$ cat src/hw/rtl/wsda_pkg.sv
`timescale 1ns / 1ps
// ----------------------------------------------------------------------------
// wsda_pkg: shared types for the weighted squared difference accumulator
// Command and status structs between controller and datapath.
// ----------------------------------------------------------------------------
package wsda_pkg;

    localparam int QUOT_BITS = 32;
    localparam int FRAC_BITS = 16;

    typedef struct packed {
        logic load;      // capture operands, start the division
        logic step;      // one restoring-division step
        logic finish;    // fold quotient into the sum
        logic emit_clear; // result taken: clear sum and flags
    } wsda_cmd_t;

    typedef struct packed {
        logic zero_div;  // captured product was zero
        logic early_sat; // integer part already too large
        logic last;      // captured item ends the vector
    } wsda_status_t;

endpackage

$ cat src/hw/rtl/wsda_ctrl.sv
`timescale 1ns / 1ps
// ----------------------------------------------------------------------------
// wsda_ctrl: sequencer for the accumulator
// Accepts an item, runs up to STEPS divider steps (fewer on a zero divisor or early overflow), folds, emits on last.
// ----------------------------------------------------------------------------
module wsda_ctrl
    import wsda_pkg::*;
#(
    parameter int STEPS = 32
) (
    input  logic         aclk,
    input  logic         aresetn,
    input  logic         s_valid,
    output logic         s_ready,
    output logic         m_valid,
    input  logic         m_ready,
    input  wsda_status_t status,
    output wsda_cmd_t    cmd
);

    localparam int CW = $clog2(STEPS + 1);

    typedef enum logic [1:0] {S_IDLE, S_DIV, S_FOLD, S_OUT} state_t;

    state_t        state_reg;
    logic [CW-1:0] count_reg;

    assign s_ready = (state_reg == S_IDLE);
    assign m_valid = (state_reg == S_OUT);

    always_comb begin
        cmd            = '0;
        cmd.load       = (state_reg == S_IDLE) && s_valid;
        cmd.step       = (state_reg == S_DIV);
        cmd.finish     = (state_reg == S_FOLD);
        cmd.emit_clear = (state_reg == S_OUT) && m_ready;
    end

    always_ff @(posedge aclk) begin
        if (!aresetn) begin
            state_reg <= S_IDLE;
            count_reg <= '0;
        end else begin
            case (state_reg)
                S_IDLE: begin
                    if (s_valid) begin
                        state_reg <= S_DIV;
                        count_reg <= CW'(STEPS - 1);
                    end
                end
                S_DIV: begin
                    if (status.zero_div || status.early_sat || count_reg == '0) begin
                        state_reg <= S_FOLD;
                    end else begin
                        count_reg <= count_reg - 1'b1;
                    end
                end
                S_FOLD: begin
                    state_reg <= status.last ? S_OUT : S_IDLE;
                end
                S_OUT: begin
                    if (m_ready) begin
                        state_reg <= S_IDLE;
                    end
                end
                default: state_reg <= S_IDLE;
            endcase
        end
    end

endmodule

$ cat config.mk
export PLATFORM = sky130hd
export DESIGN_NAME = wsda_ctrl
export DESIGN_NICKNAME = d
export VERILOG_FILES = /design/src/hw/rtl/wsda_pkg.sv /design/src/hw/rtl/wsda_ctrl.sv
export SDC_FILE = /design/constraint.sdc
export NUM_CORES = 1
export LEC_CHECK = 0
export ABC_AREA = 1
export BUFFER_PORTS_ARGS = -buffer_cell sky130_fd_sc_hd__buf_2
export CORE_MARGIN = 3
export CORE_UTILIZATION = 30
export DETAILED_ROUTE_END_ITERATION = 6
export GPL_TIMING_DRIVEN = 1
export PLACE_DENSITY_LB_ADDON = 0.1
export SLEW_MARGIN = 20
export SYNTH_ARGS = -nofsm -noshare
export SYNTH_HDL_FRONTEND = slang
export SYNTH_SLANG_ARGS = --single-unit
$ cat constraint.sdc
create_clock -name aclk -period 1.8 [get_ports aclk]
set_input_delay 0.09 -clock aclk [delete_from_list [all_inputs] [get_ports aclk]]
set_output_delay 0.09 -clock aclk [all_outputs]
set_load 0.01 [all_outputs]
==> run_summary.xml <==
<?xml version="1.0" encoding="UTF-8"?>
<metrics>
  <group name="clock_tree">
    <metric name="post_cts_resize_count" unit="">0</metric>
    <metric name="cts_made_buffers" unit="">3</metric>
    <metric name="clk_transition_reported_paths" unit="ns">0.05</metric>
    <metric name="postCtsSetupRepairBufs" unit="">0</metric>
    <metric name="cts_root_buffer" unit="">sky130_fd_sc_hd__clkbuf_4</metric>
    <metric name="worst_case_clock_buffer_depth" unit="">2</metric>
    <metric name="cts_hold_repair.buffers" unit="">0</metric>
    <metric name="cts_tree" unit="">done</metric>
    <metric name="clock_insertion_delay_worst_skew" unit="ns">0.25</metric>
    <metric name="clock_sinks" unit="">8</metric>
    <metric name="clock_tree.htree_level_count" unit="">1</metric>
  </group>
  <group name="placement">
    <metric name="place.gp.congestion" unit="">0.789</metric>
    <metric name="total_placed_instance_area" unit="µm²">623</metric>
    <metric name="numPlacedInstances" unit="">118</metric>
    <metric name="pre_cts_ws" unit="ns">0.544</metric>
    <metric name="post-dp-hpwl" unit="µm">931</metric>
    <metric name="buffer_ports.inserted" unit="">12</metric>
  </group>
  <group name="sta">
    <metric name="least_margin_pin_slew" unit="ns">0.255</metric>
    <metric name="max-slew-margin-rel" unit="">0.829</metric>
    <metric name="finalHoldWorstSlack" unit="ns">0.131</metric>
    <metric name="final.min_clock_period" unit="ns">1.26</metric>
    <metric name="setup_violations" unit="">0</metric>
    <metric name="rsz0062_at_grt" unit="">no</metric>
    <metric name="timing.setup.tns" unit="ns">0</metric>
    <metric name="post-route-worst-setup-slack" unit="ns">0.538</metric>
    <metric name="share_of_the_clock_period_used_by_the_worst_path" unit="">0.701</metric>
    <metric name="final_hold_viol_count" unit="">0</metric>
    <metric name="maxClockFrequency" unit="GHz">0.792</metric>
    <metric name="fin_worst_skew" unit="ns">0.000974</metric>
    <metric name="slew_viol_final" unit="">0</metric>
  </group>
  <group name="critical_path">
    <metric name="required_time_of_the_worst_setup_path" unit="ns">1.99</metric>
    <metric name="crit_type" unit="">reg2reg</metric>
    <metric name="cp_slowest_cell" unit="">sky130_fd_sc_hd__dfxtp_1</metric>
    <metric name="reg2regPathDepth" unit="">7</metric>
    <metric name="critical_path.most_common_cell" unit="">sky130_fd_sc_hd__inv_1</metric>
    <metric name="crit_path_start_kind" unit="">register</metric>
    <metric name="worst-path-max-fanout" unit="">8</metric>
    <metric name="endpoint_kind" unit="">register</metric>
    <metric name="crit-reg2reg-launch" unit="">count_reg[0]$_SDFFE_PN0P_</metric>
    <metric name="timing.critical_path.buf_inv" unit="">2</metric>
    <metric name="timing.rr.end" unit="">count_reg[2]$_SDFFE_PN0P_</metric>
    <metric name="crit_chain" unit="">inv_1 &gt; ha_1 &gt; inv_1 &gt; or2_1 &gt; nand3_1 &gt; nand2_1 &gt; a21oi_1</metric>
    <metric name="cpLargestDelayFamily" unit="">simple AND/OR/NAND/NOR gates</metric>
    <metric name="worst_path_largest_cell_delay" unit="ns">0.29</metric>
    <metric name="critical_path.startpoint" unit="">count_reg[0]$_SDFFE_PN0P_</metric>
    <metric name="worst-endpoint-arrival" unit="ns">1.45</metric>
    <metric name="r2r_setup_slack" unit="ns">0.54</metric>
  </group>
  <group name="power">
    <metric name="switchingPower" unit="mW">0.191</metric>
    <metric name="static_leak" unit="nW">0.347</metric>
    <metric name="power_density" unit="mW/mm²">830</metric>
    <metric name="share_of_total_power_in_sequential_cells" unit="">0.409</metric>
    <metric name="power.combinational.fraction" unit="">0.333</metric>
    <metric name="pwr-share-clk" unit="">0.258</metric>
    <metric name="power.ir.vdd_worst" unit="V">0.000335</metric>
    <metric name="swShare" unit="">0.356</metric>
    <metric name="report.power.total" unit="mW">0.536</metric>
    <metric name="p_int" unit="mW">0.345</metric>
  </group>
  <group name="global_route">
    <metric name="grt_remaining_overflow" unit="">0</metric>
    <metric name="grt_start_max_net_pins" unit="">10</metric>
    <metric name="via_count_of_the_first_global_routing_pass" unit="">473</metric>
    <metric name="wire_length_of_the_first_global_routing_pass" unit="µm">2010</metric>
    <metric name="grt_use_total" unit="">0.127</metric>
    <metric name="antenna_found_initial" unit="">0</metric>
  </group>
  <group name="hold_path">
    <metric name="endpoint_with_the_worst_hold_slack" unit="">count_reg[4]$_SDFFE_PN0P_</metric>
    <metric name="min_path_type" unit="">in2reg</metric>
    <metric name="holdPathStages" unit="">3</metric>
    <metric name="worstHoldStart" unit="">aresetn</metric>
  </group>
  <group name="synthesis">
    <metric name="synth_top_cells_by_area" unit="">sky130_fd_sc_hd__dfxtp_1 (30%), sky130_fd_sc_hd__inv_1 (11%), sky130_fd_sc_hd__nand3_1 (10%), sky130_fd_sc_hd__nand2_1 (9.2%), sky130_fd_sc_hd__a21oi_1 (5.6%)</metric>
    <metric name="postSynthRegisterBits" unit="">8</metric>
    <metric name="post_synth_inst_count" unit="">82</metric>
    <metric name="synthDistinctLibCells" unit="">18</metric>
    <metric name="synth_area_leader_cell" unit="">sky130_fd_sc_hd__dfxtp_1</metric>
    <metric name="async_reset_ff_frac" unit="">0</metric>
    <metric name="synth_enable_flop_cells" unit="">0</metric>
    <metric name="synthDominantCellAreaShare" unit="">0.300</metric>
    <metric name="synth_seq_area_share" unit="">0.300</metric>
    <metric name="synth_top_flop_cell" unit="">sky130_fd_sc_hd__dfxtp_1</metric>
    <metric name="synth-warning-count" unit="">0</metric>
    <metric name="netlist_area_before_placement" unit="µm²">533</metric>
    <metric name="yosysMostFrequentCell" unit="">sky130_fd_sc_hd__inv_1</metric>
    <metric name="post_synthesis_area_per_instance" unit="µm²">6.50</metric>
    <metric name="syn-num-nets" unit="">91</metric>
    <metric name="synth_common_cells" unit="">sky130_fd_sc_hd__inv_1 (16), sky130_fd_sc_hd__nand2_1 (13), sky130_fd_sc_hd__nand3_1 (11)</metric>
  </group>
  <group name="drt">
    <metric name="routed-via-count" unit="">538</metric>
    <metric name="drt-pass1-iter-count" unit="">4</metric>
    <metric name="remaining_drc_errors" unit="">0</metric>
    <metric name="wire_per_inst" unit="µm">9.39</metric>
    <metric name="viasPerCell" unit="">4.45</metric>
    <metric name="initialDrtViolationCount" unit="">13</metric>
    <metric name="routed_wl" unit="µm">1140</metric>
    <metric name="ant_nets" unit="">0</metric>
  </group>
  <group name="cells_and_area">
    <metric name="synthToLayoutAreaGrowth" unit="%">21.1</metric>
    <metric name="fin_area" unit="µm²">646</metric>
    <metric name="final_util" unit="">0.405</metric>
    <metric name="layout-drive-gt1-share" unit="">0.247</metric>
    <metric name="antenna_cells" unit="">0</metric>
    <metric name="layoutNonFillerInstCount" unit="">121</metric>
    <metric name="largest_register_ffs" unit="">6</metric>
    <metric name="finish.net_count" unit="">108</metric>
  </group>
  <group name="die">
    <metric name="io_pins" unit="">13</metric>
    <metric name="rows" unit="">14</metric>
    <metric name="fp.coreArea" unit="mm²">0.00159</metric>
    <metric name="initial_core_util" unit="">0.334</metric>
    <metric name="die-area" unit="mm²">0.00232</metric>
    <metric name="die_x" unit="µm">48.2</metric>
    <metric name="die-height" unit="µm">48.2</metric>
  </group>
  <group name="run">
    <metric name="max-cap-violations" unit="">0</metric>
  </group>
  <group name="run_status">
    <metric name="run_status" unit="">finished, final reports clean</metric>
  </group>
</metrics>
-- power groups by stage --
stage	logic, mW	registers [mW]	clock network (mW)
6_report	0.179	0.219	0.138
5_1_grt	0.208	0.223	0.157
4_1_cts	0.181	0.219	0.147
3_5_place_dp	0.180	0.223	0
3_3_place_gp	0.181	0.223	0
2_1_floorplan	0.139	0.218	0
-- metal layers --
metal,vias to the layer above,GRT usage,share of wire
li1,291,-,-
met1,236,0.166,0.49
met2,9,0.182,0.45
met3,2,0.0554,0.042
met4,0,0.0484,0.0079
met5,-,0,0
-- how the worst max path moves through the flow --
stage,end,slack [ns],cells after the start
global route,count_reg[2]$_SDFFE_PN0P_,0.41,7
finish,count_reg[2]$_SDFFE_PN0P_,0.54,7
detailed placement,count_reg[2]$_SDFFE_PN0P_,0.54,7
global placement,count_reg[2]$_SDFFE_PN0P_,0.53,7
floorplan,count_reg[2]$_SDFFE_PN0P_,0.66,7
CTS,cmd[3],0.53,4
-- cells by family after synthesis --
group | count (synthesis) | synth area share
AND/OR/NAND/NOR | 44 | 0.432
AO/OA/AOI/OAI | 10 | 0.0939
adder cells (fa/ha/maj) | 2 | 0.0469
flip-flops | 8 | 0.300
buffers and inverters | 18 | 0.127
-- worst min-delay path, stage by stage --
cell	delay, ns
sky130_fd_sc_hd__buf_2	0.14
sky130_fd_sc_hd__o21ai_1	0.08
sky130_fd_sc_hd__nor2_1	0.04
-- area by class of cell --
class                   instances  area, µm²
multi-input cells              56        305
clock buffers                   3       22.5
well taps                      24       30.0
repair buffers                 12       60.1
inverters                      18       67.6
fillers                       182        948
flip-flops and latches          8        160
-- layout by cell type (no fill, tap or decap) --
cell	instances
sky130_fd_sc_hd__nor2_1	8
sky130_fd_sc_hd__o21ai_0	1
sky130_fd_sc_hd__clkbuf_4	3
sky130_fd_sc_hd__nand3_2	1
sky130_fd_sc_hd__inv_2	2
sky130_fd_sc_hd__nand2_1	13
sky130_fd_sc_hd__nand2_4	2
sky130_fd_sc_hd__dfxtp_1	8
sky130_fd_sc_hd__or2_1	1
sky130_fd_sc_hd__ha_1	2
sky130_fd_sc_hd__nor2_4	1
sky130_fd_sc_hd__buf_2	12
sky130_fd_sc_hd__inv_1	16
sky130_fd_sc_hd__o21ai_1	3
sky130_fd_sc_hd__nand4_1	2
sky130_fd_sc_hd__nor2_2	1
sky130_fd_sc_hd__nand3b_1	2
sky130_fd_sc_hd__a21oi_1	6
sky130_fd_sc_hd__nand3_1	11
sky130_fd_sc_hd__nand2_2	2
No activity file was read; power rests on OpenSTA's default activity.
